**src/design/sens_pkg.sv**
```systemverilog
// Package for the stereo excitation noise shaper: widths, constants, opcodes, types.
// Used by the controller, the datapath and the top level.
`timescale 1ns / 1ps
package sens_pkg;
    localparam int DefChannels     = 2;
    localparam int DefInternalBits = 32;
    localparam int NoiseW = 18;
    localparam int OutW   = 24;
    localparam int CfgW   = 19;
    localparam int CfgIdxW = 3;

    // Q.24 constants
    localparam logic signed [27:0] KPinkPoleA   = 28'sd16737790;
    localparam logic signed [27:0] KPinkPoleB   = 28'sd16156459;
    localparam logic signed [27:0] KPinkPoleC   = 28'sd9563013;
    localparam logic signed [27:0] KPinkGainA   = 28'sd1661716;
    localparam logic signed [27:0] KPinkGainB   = 28'sd4974720;
    localparam logic signed [27:0] KPinkGainC   = 28'sd17661229;
    localparam logic signed [27:0] KPinkDirect  = 28'sd3100430;
    localparam logic signed [27:0] KMalletMakeup = 28'sd53687091;
    localparam logic signed [27:0] KDiffMakeup  = 28'sd11744051;

    typedef enum logic [2:0] {
        REG_SOURCE_MODE = 3'd0, REG_MALLET_COEF = 3'd1, REG_COLOUR_COEF = 3'd2,
        REG_COLOUR_WEIGHT = 3'd3, REG_TILT_GAIN = 3'd4, REG_BRIGHT_COEF = 3'd5,
        REG_BRIGHT_GAIN = 3'd6, REG_DC_COEF = 3'd7
    } t_reg_idx;

    typedef enum logic [1:0] {
        MODE_WHITE = 2'd0, MODE_PINK = 2'd1, MODE_MALLET = 2'd2, MODE_DIFF = 2'd3
    } t_mode;

    // one datapath operation per step
    typedef enum logic [3:0] {
        OP_LOAD, OP_PINK_A, OP_PINK_B, OP_PINK_C, OP_PINK_D, OP_PINK_SUM,
        OP_MALLET, OP_MALLET_MK, OP_DIFF, OP_COLOUR, OP_TILT, OP_TILT_GAIN,
        OP_BRIGHT, OP_BRIGHT_GAIN, OP_DC, OP_OUT
    } t_op;

    typedef struct packed {
        logic  valid;
        t_op   op;
        logic  ch;
    } t_cmd;
endpackage

```
**src/design/sens_ctrl.sv**
```systemverilog
// Sequencer for the noise shaper: walks each channel through the datapath operations.
// Depends on sens_pkg.
`timescale 1ns / 1ps
module sens_ctrl
    import sens_pkg::*;
#(
    parameter int CHANNELS = DefChannels
) (
    input  logic  i_clk,
    input  logic  i_rst_n,
    input  logic  i_start,
    input  t_mode i_mode,
    output t_cmd  o_cmd,
    output logic  o_busy,
    output logic  o_done
);
    typedef enum logic [3:0] {
        S_IDLE = 4'b0001, S_SRC = 4'b0010, S_SHAPE = 4'b0100, S_DONE = 4'b1000
    } t_state;

    localparam int LastCh = (CHANNELS > 2 ? 2 : CHANNELS) - 1;

    t_state r_state, n_state;
    logic [2:0] r_step, n_step;
    logic r_ch, n_ch;
    t_op  w_op;
    logic w_last;

    // pick the op for this step
    always_comb begin
        w_op = OP_LOAD;
        w_last = 1'b0;
        if (r_state == S_SRC) begin
            case (i_mode)
                MODE_PINK: begin
                    case (r_step)
                        3'd0: w_op = OP_LOAD;
                        3'd1: w_op = OP_PINK_A;
                        3'd2: w_op = OP_PINK_B;
                        3'd3: w_op = OP_PINK_C;
                        3'd4: w_op = OP_PINK_D;
                        default: begin w_op = OP_PINK_SUM; w_last = 1'b1; end
                    endcase
                end
                MODE_MALLET: begin
                    case (r_step)
                        3'd0: w_op = OP_LOAD;
                        3'd1: w_op = OP_MALLET;
                        default: begin w_op = OP_MALLET_MK; w_last = 1'b1; end
                    endcase
                end
                MODE_DIFF: begin
                    if (r_step == 3'd0) w_op = OP_LOAD;
                    else begin w_op = OP_DIFF; w_last = 1'b1; end
                end
                default: begin w_op = OP_LOAD; w_last = 1'b1; end
            endcase
        end else if (r_state == S_SHAPE) begin
            case (r_step)
                3'd0: w_op = OP_COLOUR;
                3'd1: w_op = OP_TILT;
                3'd2: w_op = OP_TILT_GAIN;
                3'd3: w_op = OP_BRIGHT;
                3'd4: w_op = OP_BRIGHT_GAIN;
                3'd5: w_op = OP_DC;
                default: begin w_op = OP_OUT; w_last = 1'b1; end
            endcase
        end
    end

    always_comb begin
        n_state = r_state;
        n_step  = r_step;
        n_ch    = r_ch;
        case (r_state)
            S_IDLE: begin
                n_step = 3'd0;
                n_ch   = 1'b0;
                if (i_start) n_state = S_SRC;
            end
            S_SRC: begin
                if (w_last) begin n_state = S_SHAPE; n_step = 3'd0; end
                else n_step = r_step + 3'd1;
            end
            S_SHAPE: begin
                if (w_last) begin
                    n_step = 3'd0;
                    if (r_ch == LastCh[0]) n_state = S_DONE;
                    else begin n_ch = 1'b1; n_state = S_SRC; end
                end else n_step = r_step + 3'd1;
            end
            S_DONE: n_state = S_IDLE;
            default: n_state = S_IDLE;
        endcase
    end

    always_ff @(posedge i_clk) begin
        if (!i_rst_n) begin
            r_state <= S_IDLE;
            r_step  <= 3'd0;
            r_ch    <= 1'b0;
        end else begin
            r_state <= n_state;
            r_step  <= n_step;
            r_ch    <= n_ch;
        end
    end

    assign o_cmd.valid = (r_state == S_SRC) || (r_state == S_SHAPE);
    assign o_cmd.op    = w_op;
    assign o_cmd.ch    = r_ch;
    assign o_busy      = (r_state != S_IDLE);
    assign o_done      = (r_state == S_DONE);
endmodule

```
**config.mk**
```make
export PLATFORM = sky130hd
export DESIGN_NAME = sens_ctrl
export DESIGN_NICKNAME = d
export VERILOG_FILES = /design/src/design/sens_pkg.sv /design/src/design/sens_ctrl.sv
export SDC_FILE = /design/constraint.sdc
export NUM_CORES = 1
export LEC_CHECK = 0
export ABC_AREA = 0
export BUFFER_PORTS_ARGS = -buffer_cell sky130_fd_sc_hd__buf_2
export CAP_MARGIN = 20
export CORE_AREA = 4 4 41 43
export CTS_CLUSTER_DIAMETER = 150
export DETAILED_ROUTE_END_ITERATION = 16
export DIE_AREA = 0 0 45 47
export PLACE_DENSITY = 0.73
export SLEW_MARGIN = 30
export SYNTH_ARGS = -nofsm -noshare
export SYNTH_HDL_FRONTEND = slang
export SYNTH_SLANG_ARGS = --single-unit
```
**constraint.sdc**
```tcl
create_clock -name i_clk -period 4.2 [get_ports i_clk]
set_input_delay 0.42 -clock i_clk [delete_from_list [all_inputs] [get_ports i_clk]]
set_output_delay 0.42 -clock i_clk [all_outputs]
set_load 0.03 [all_outputs]
```
Word level (Yosys, flattened, before mapping):

Index checks and enable logic that the tools add are counted.

* register bits: 8

* add/sub/neg operators: 1
* equality and inequality tests: 16
* muxes and demuxes: 23
* reductions and logical operators: 10

Operator list (count)
* 4-bit 2-to-1 mux: 7
* 4-bit one-hot mux with 3 select lines: 2
* 3-bit one-hot mux with 6 select lines: 1
* 3-bit one-hot mux with 5 select lines: 1
* 3-bit one-hot mux with 2 select lines: 2
* 1-bit 2-to-1 mux: 7
* 3-bit by 2-bit equality test with 1-bit output, second input constant: 2
* 3-bit equality test, second input constant: 2
* 2-bit inequality test, second input constant: 3
* 6-bit OR reduction: 1
* 5-bit OR reduction: 1
* 2-bit equality test, second input constant: 2
* 4-bit by 1-bit equality test with 1-bit output, second input constant: 1
* 4-bit by 2-bit equality test with 1-bit output, second input constant: 1
* 4-bit by 3-bit equality test with 1-bit output, second input constant: 1
* 4-bit equality test, second input constant: 1
* 4-bit by 1-bit inequality test with 1-bit output, second input constant: 1
* 2-bit nonzero test: 2
* 2-bit OR reduction: 2
* 3-bit by 1-bit adder with 3-bit output, second input constant: 1
* 3-bit by 1-bit equality test with 1-bit output, second input constant: 1
* 3-bit logical NOT: 1
* 3-bit 2-to-1 mux: 1
* 1-bit one-hot mux with 3 select lines: 1
* other kinds (5): 5

Depth between registers and ports, before layout:

Gate-level depths: netlist of the first run.

* depth in word-level cells: 7
* depth in mapped cells: 7
* gate-level depth less buffers: 6

Worst setup path after synthesis of the first run:

No wires, ideal clock.

* kind: register to output
* from: register r_step[1]
* to: output port o_cmd[3] in the netlist's numbering
* arrival: 1853 ps
* data required time: 3780 ps
* path slack: 1927 ps
* cell stages (with the launch flop): 7
* path buffers: 1
* path through: dfxtp_1 inv_1 ha_1 clkbuf_1 mux2i_1 nor2_1 o32ai_1

RTL lines
* start: declaration: line sens_ctrl.sv:24 `logic [2:0] r_step, n_step;`
* start signal: assignment: line sens_ctrl.sv:104 `r_step <= n_step;`
* end: declaration: line sens_ctrl.sv:13 `output t_cmd o_cmd,`

==> metrics.txt, run 1 <==
fin. max-slew vios=0; Core Region=1300 sq um; Tcrit/Tclk final=roughly three fifths; slew at the pin closest to its max-slew limit=roughly 0.70 ns; Leakage=0.327 nW; Final Hold Violating Endpoints=0; total gr overflow=0; CP Capture Type=output port; Synth area leaders=dfxtp_1 24%, ha_1 9.5%, o21ai_0 4.6%; power density cells=303 nW/um^2; Hold WS=about 0.44 ns; Num Clock Sinks=8; root buffer cell=clkbuf_4; post-synth cell types=36; Initial DRT Pass Iterations=4; Post-DP HPWL=1100 um; Avg WL per Cell=roughly 14 um; Routed WL=1460 um; synthesized instance count=79; Worst VDD drop=0.000188 V; area leader, netlist=dfxtp_1; Slew HR=52.9%; arrival time worst endpoint=2.12 ns; Iter 0 DRT Violations=11; CTS Hold Bufs=0; Rows=13; Top Usage Layer GRT=met2; antenna diode count=0; Die H=47 um; Filler Cells Inserted=~130; Seq/Total Area, Yosys=between 20% and 30%; sum of negative setup slack=0 ns; H-tree depth=1; num ports=13; R2R Setup Slk=around 2.1 ns; Layout Cells excl Fill=104; Crit Path Category=flip-flop to output port; Synth Area per Inst=8.31 sq um; CTS buffer count=3; clk slew on worst S/H paths=0.05 ns; crit path time final=2.54 ns; area share of the largest cell type after synthesis=24.4%; met1 Resource Use GR=20.0%; total power=0.220 mW; warning count from the yosys run=0; Req. time, crit path=3.78 ns; worst-skew pair later-pin latency=roughly 0.25 ns; GP Congestion=0.872; Area Growth Syn to Fin=10.9%; initial antenna violation count=0; largest net degree at the start of global routing=10; Pint=0.141 mW; port bufs=12; Worst Hold Depth=2; Die ar.=2120 sq um; layout cells sized above 1=20.2%; Avg Vias per Cell=between 6 and 7; setup repair bufs after CTS=0; worst reg2reg startpoint=r_step[0]; FF-to-FF path depth=5; post-cts sizing count=0; Post-Route Utilization=about 56%; setup violators final=0; vias in the first global route=531; Initial Utilization=50.5%; Routed Antenna Nets=0; Net Sw Frac=35.8%; post-synth design cell area=657 sq um; met3 usage=1.15%; clock skew=0.00593 ns; Hold WC Path Type=input pin to flip-flop; CTS tree=built; #FFs+latches synth=8; Via Count=634; Die Span X=between 40 and 50 um; total track usage=15.5%; clock power share=26.0%; met2 Resource Use GR=a little under a quarter; Psw=0.0790 mW; type of origin of the critical path=flip-flop; worst setup path start=r_step[0]; status=finished, final reports clean; Max-cap violations=0; DRC errors left=0; Flop pwr share=40.3%; crit path to=o_cmd[1]; combinational share of power=approximately 34%; Clock Tree Buf Depth=2; fmax=0.394 GHz; Crit Reg-Reg Endpoint=r_step[2]; RSZ-0062 raised after global routing=false; final net count=101; first-pass GRT wire length=2330 um; post-synth net total=89; worst-path fanout max=8; dpl cells=101
[cell usage in the layout, fill, tap and decap left out, types with 2 or more instances in the layout]
cell type   n
nor2_1      4
o21ai_0     6
nor4b_1     2
or4b_2      2
a21oi_1     2
nor3_1      4
o311a_1     2
nand3_1     3
dfxtp_1     8
nand2_1     4
nand2b_1    2
o21a_1      3
nor2b_1     4
buf_2      12
inv_1       5
ha_1        5
clkbuf_4    3
[cell type report]
type | instances | area [sq um] | area share [%]
multi-input combinational | 61 | 448 | 61.5
sequential | 8 | 160 | 22.0
timing repair buffer | 12 | 60.1 | 8.25
clock buffer | 3 | 22.5 | 3.09
inverter | 5 | 18.8 | 2.58
tap | 15 | 18.8 | 2.58
[synthesized netlist by cell type, drive strengths merged]
library cell and instances:
dfxtp 8, o21ai 6, ha 5, inv 5, nand2 4, nor2 4, nor2b 4, nor3 4
clkbuf 3, nand3 3, o21a 3, or4b 3, a21oi 2, buf 2, nand2b 2, nor4b 2
o311a 2, a2111oi 1, a211oi 1, a21o 1, a22oi 1, a31oi 1, and3 1, and4 1
mux2i 1, nor4 1, o211a 1, o211ai 1, o21bai 1, o221ai 1, o22ai 1, o31a 1
o31ai 1, o32ai 1
[power by group through the flow]
stage / Sequential (mW) / Combinational, mW / Clock (mW)
finish: 0.0889 / 0.0741 / 0.0573
global route: 0.0903 / 0.0813 / 0.0649
floorplan: 0.0886 / 0.0597 / 0
CTS: 0.0887 / 0.0741 / 0.0618
global placement: 0.0897 / 0.0732 / 0
detailed placement: 0.0903 / 0.0738 / 0
[through the flow]
step	cell area (sq um)	setup WS [ns]
after CTS	728	1.67
after global placement	706	2.01
after floorplan	657	1.93
after global routing	728	1.45
after detailed placement	706	1.96
final	728	1.66
[worst min-delay path by stage]
stage / end / start / slack [ns]
3_5_place_dp: r_state[3] / r_ch / 0.49
3_3_place_gp: r_state[3] / r_ch / 0.48
2_1_floorplan: r_state[3] / r_ch / 0.45
5_1_grt: r_step[0] / i_rst_n / 0.45
4_1_cts: r_step[0] / i_rst_n / 0.43
6_report: r_step[0] / i_rst_n / 0.44
[per-layer routing]
metal	wire, um	share of wire (%)	up-vias
li1	-	-	322
met1	706	48	292
met2	646	44	15
met4	36	2.5	0
met5	0	0	-
met3	66	4.5	5
[registers in the layout, summed over array words and instances (netlist names)]
signal and cells:
r_state 4, r_step 3, r_ch 1
[worst max-delay path, cell delays in order, from the launching register on]
cell and delay (ns):
dfxtp_1 0.40, inv_1 0.11, ha_1 0.31, nor4_1 0.61, nor3_1 0.11, o22ai_1 0.12
buf_2 0.22
[cells by family after synthesis]
logic type | Yosys count | share of synthesized area (%)
muxes | 1 | 1.52
adders and majority gates | 5 | 9.52
AOI/OAI and AO/OA | 26 | 31.1
DFF | 8 | 24.4
buffers and inverters | 10 | 7.43
and+or+nand+nor | 29 | 26.1
No activity file was read; power rests on OpenSTA's default activity.
==> inputs of run 2 (changes only) <==
Settings changed: ABC_AREA 0 to 1, CORE_AREA 4 4 41 43 to not set, CORE_MARGIN set to 4, CORE_UTILIZATION set to 53, DIE_AREA 0 0 45 47 to not set, PLACE_DENSITY 0.73 to 0.76.
Clock period 4.2 ns to 2.6 ns, I/O delays scaled along.
==> metrics.txt, run 2 <==
status=finished, final reports clean; Iter 0 DRT Violations=9 (-2); largest registers=r_state x4, r_step x3, r_ch x1; post-synth cell types=23 (-36%); fin. max-slew vios=0 (unchanged); Hold WC Path Type=input pin to flip-flop; Avg Vias per Cell=4.92 (-19%); Num Clock Sinks=8 (unchanged); ys async rst share=0% (unchanged); largest net degree at the start of global routing=7 (-3); post-synthesis compound-gate area fraction=13.3% (-18 points); Max stage delay cell, worst path=dfxtp_1; initial antenna violation count=0 (unchanged); Slew HR=85.9% (+33 points); Area Growth Syn to Fin=12.6%; Crit Path Category=flip-flop to output port; fmax=0.501 GHz; Rows=13 (unchanged); cells along the critical path=ha_1 > ha_1 > a21oi_1 > nand3_1 > a21oi_1 > o21ai_1 > nand2_1 > buf_2; GP Congestion=0.776 (-11%); Filler Cells Inserted=130 (+1.6%); max reg flops=4 (unchanged); num ports=13 (unchanged); post-cts sizing count=0 (unchanged); max incr delay on CP=0.36 ns (-0.25 ns); Clock Tree Buf Depth=2 (unchanged); Core Region=1320 sq um (+1.2%); post-synth net total=125 (+40%); Routed WL=1370 um (-6.0%); most frequent cells in the layout=27 x nand2_1, 17 x inv_1, 12 x buf_2; DRC errors left=0 (unchanged); Avg WL per Cell=9.50 um (-32%); CP Capture Type=output port; Die ar.=2070 sq um (-2.2%); Layout Cells excl Fill=144 (+38%); total track usage=15.2% (-0.27 points); total power=0.569 mW (+160%); crit path time final=between 1.5 and 2 ns; Post-DP HPWL=1180 um (+6.7%); dpl cells=141 (+40%); Die H=45.5 um (-3.2%); CTS tree=built; crit path buf inv count=1 (-1); Post-Synth Simple-Gate Area=43.2% (+17 points); Die Span X=45.5 um (+1.1%); Largest delay share family, worst path=adder cells; Placed Area=816 sq um (+16%); Post-Synth XOR/XNOR Area=0% (unchanged); Seq/Total Area, Yosys=21.5% (-2.9 points); Initial Utilization=56.5% (+6.0 points); vias in the first global route=577 (+8.7%); Routed Antenna Nets=0 (unchanged); post-route cell area=838 sq um (+15%); Tcrit/Tclk final=76.8%; Worst VDD drop=0.000406 V (+120%); Most flops, register=r_state; Leakage=0.468 nW (+43%); Initial DRT Pass Iterations=4 (unchanged); area share of the largest cell type after synthesis=21.5% (-2.9 points); RSZ-0062 raised after global routing=false; final net count=141 (+40%); main combinational cell family by area after synthesis=simple AND/OR/NAND/NOR gates; root buffer cell=clkbuf_4; Req. time, crit path=2.34 ns (-1.44 ns); Synth area leaders=dfxtp_1 22%, nand2_1 14%, inv_1 8.6%; arrival time worst endpoint=1.74 ns (-0.38 ns); worst-path fanout max=6 (-2); synthesized instance count=115 (+46%); setup repair bufs after CTS=0 (unchanged); H-tree depth=1 (unchanged); post-synth design cell area=744 sq um (+13%); Adder-Cell Fraction of Synth Area=8.40% (-1.1 points); top_reg_cell synth=dfxtp_1; Synth Area per Inst=6.47 sq um (-22%); slew at the pin closest to its max-slew limit=0.211 ns (-0.485 ns); sum of negative setup slack=0 ns (unchanged); EDFF count, synth=0 (unchanged); clock skew=0.00427 ns (-0.00166 ns); setup violators final=0 (unchanged); area leader, netlist=dfxtp_1; mux cell area share after synthesis=0% (-1.5 points); warning count from the yosys run=0 (unchanged); port bufs=12 (unchanged); power density cells=678 nW/um^2 (+120%); total gr overflow=0 (unchanged); layout cells sized above 1=32.6% (+12 points); clk slew on worst S/H paths=0.05 ns (about the same); type of origin of the critical path=flip-flop; antenna diode count=0 (unchanged); most frequent cell after synthesis=nand2_1; Via Count=708 (+12%); #FFs+latches synth=8 (unchanged); Max-cap violations=0 (unchanged); Final Hold Violating Endpoints=0 (unchanged); first-pass GRT wire length=2200 um (-5.6%); commonest cells in the netlist=27 x nand2_1, 17 x inv_1, 8 x a21oi_1, 8 x dfxtp_1, 8 x inv_2; leading cell type in the layout, fill and taps excluded=nand2_1; CTS Hold Bufs=0 (unchanged); CTS buffer count=3 (unchanged); worst-skew pair later-pin latency=0.25 ns (about the same)
==> run 2: cell types whose count changed in the layout (fill, tap and decap cells not counted), moves of 4 or more <==
cell and change:
nand2_1 +23, inv_1 +12, inv_2 +8, a21oi_1 +6
nand2_2 +6, nor2_4 +4, nor2b_1 -4, o21ai_1 +4
==> run 2: logic make-up after synthesis <==
logic type / Yosys count
AND/OR/NAND/NOR: 58
adder cells (fa/ha/maj): 5
AO/OA/AOI/OAI: 18
flip-flops: 8
buffers and inverters: 26
==> run 2: path summary, 6_finish.rpt <==
check	start	endpoint	slack (ns)	cells after the start
max	r_step[0]	o_cmd[3]	0.60	8
min reg2reg	r_ch	r_ch	0.50	2
min	i_rst_n	r_state[0]	0.24	2
max reg2reg	r_step[0]	r_step[0]	1.07	10
==> run 2: power by group <==
group          switching (mW)  total, mW  leakage [nW]  internal, mW
Combinational           0.210      0.315         0.389         0.105
Sequential             0.0201      0.164        0.0651         0.144
Clock                  0.0368     0.0893        0.0138        0.0524
==> run 2: metrics by stage <==
stage	util, %	setup WS (ns)	hold WS, ns
global route	63.6	0.449	0.237
CTS	63.6	0.588	0.233
finish	63.6	0.602	0.240
global placement	61.9	0.881	0.491
detailed placement	61.9	0.864	0.496
floorplan	-	0.756	0.346
==> run 2: area by class of cell <==
| type | count | area, sq um | area share (%) |
|---|---|---|---|
| clock buffers | 3 | 22.5 | 2.69 |
| inverters | 25 | 93.8 | 11.2 |
| multi-input cells | 81 | 483 | 57.6 |
| flip-flops and latches | 8 | 160 | 19.1 |
| well taps | 15 | 18.8 | 2.24 |
| repair buffers | 12 | 60.1 | 7.16 |
==> run 2: layer usage <==
layer	up-vias	GRT usage (%)	part of all wire [%]
met5	-	0	0
met4	0	4.09	0.29
met1	308	17.2	44
li1	386	-	-
met2	12	25.3	51
met3	2	7.11	4.9
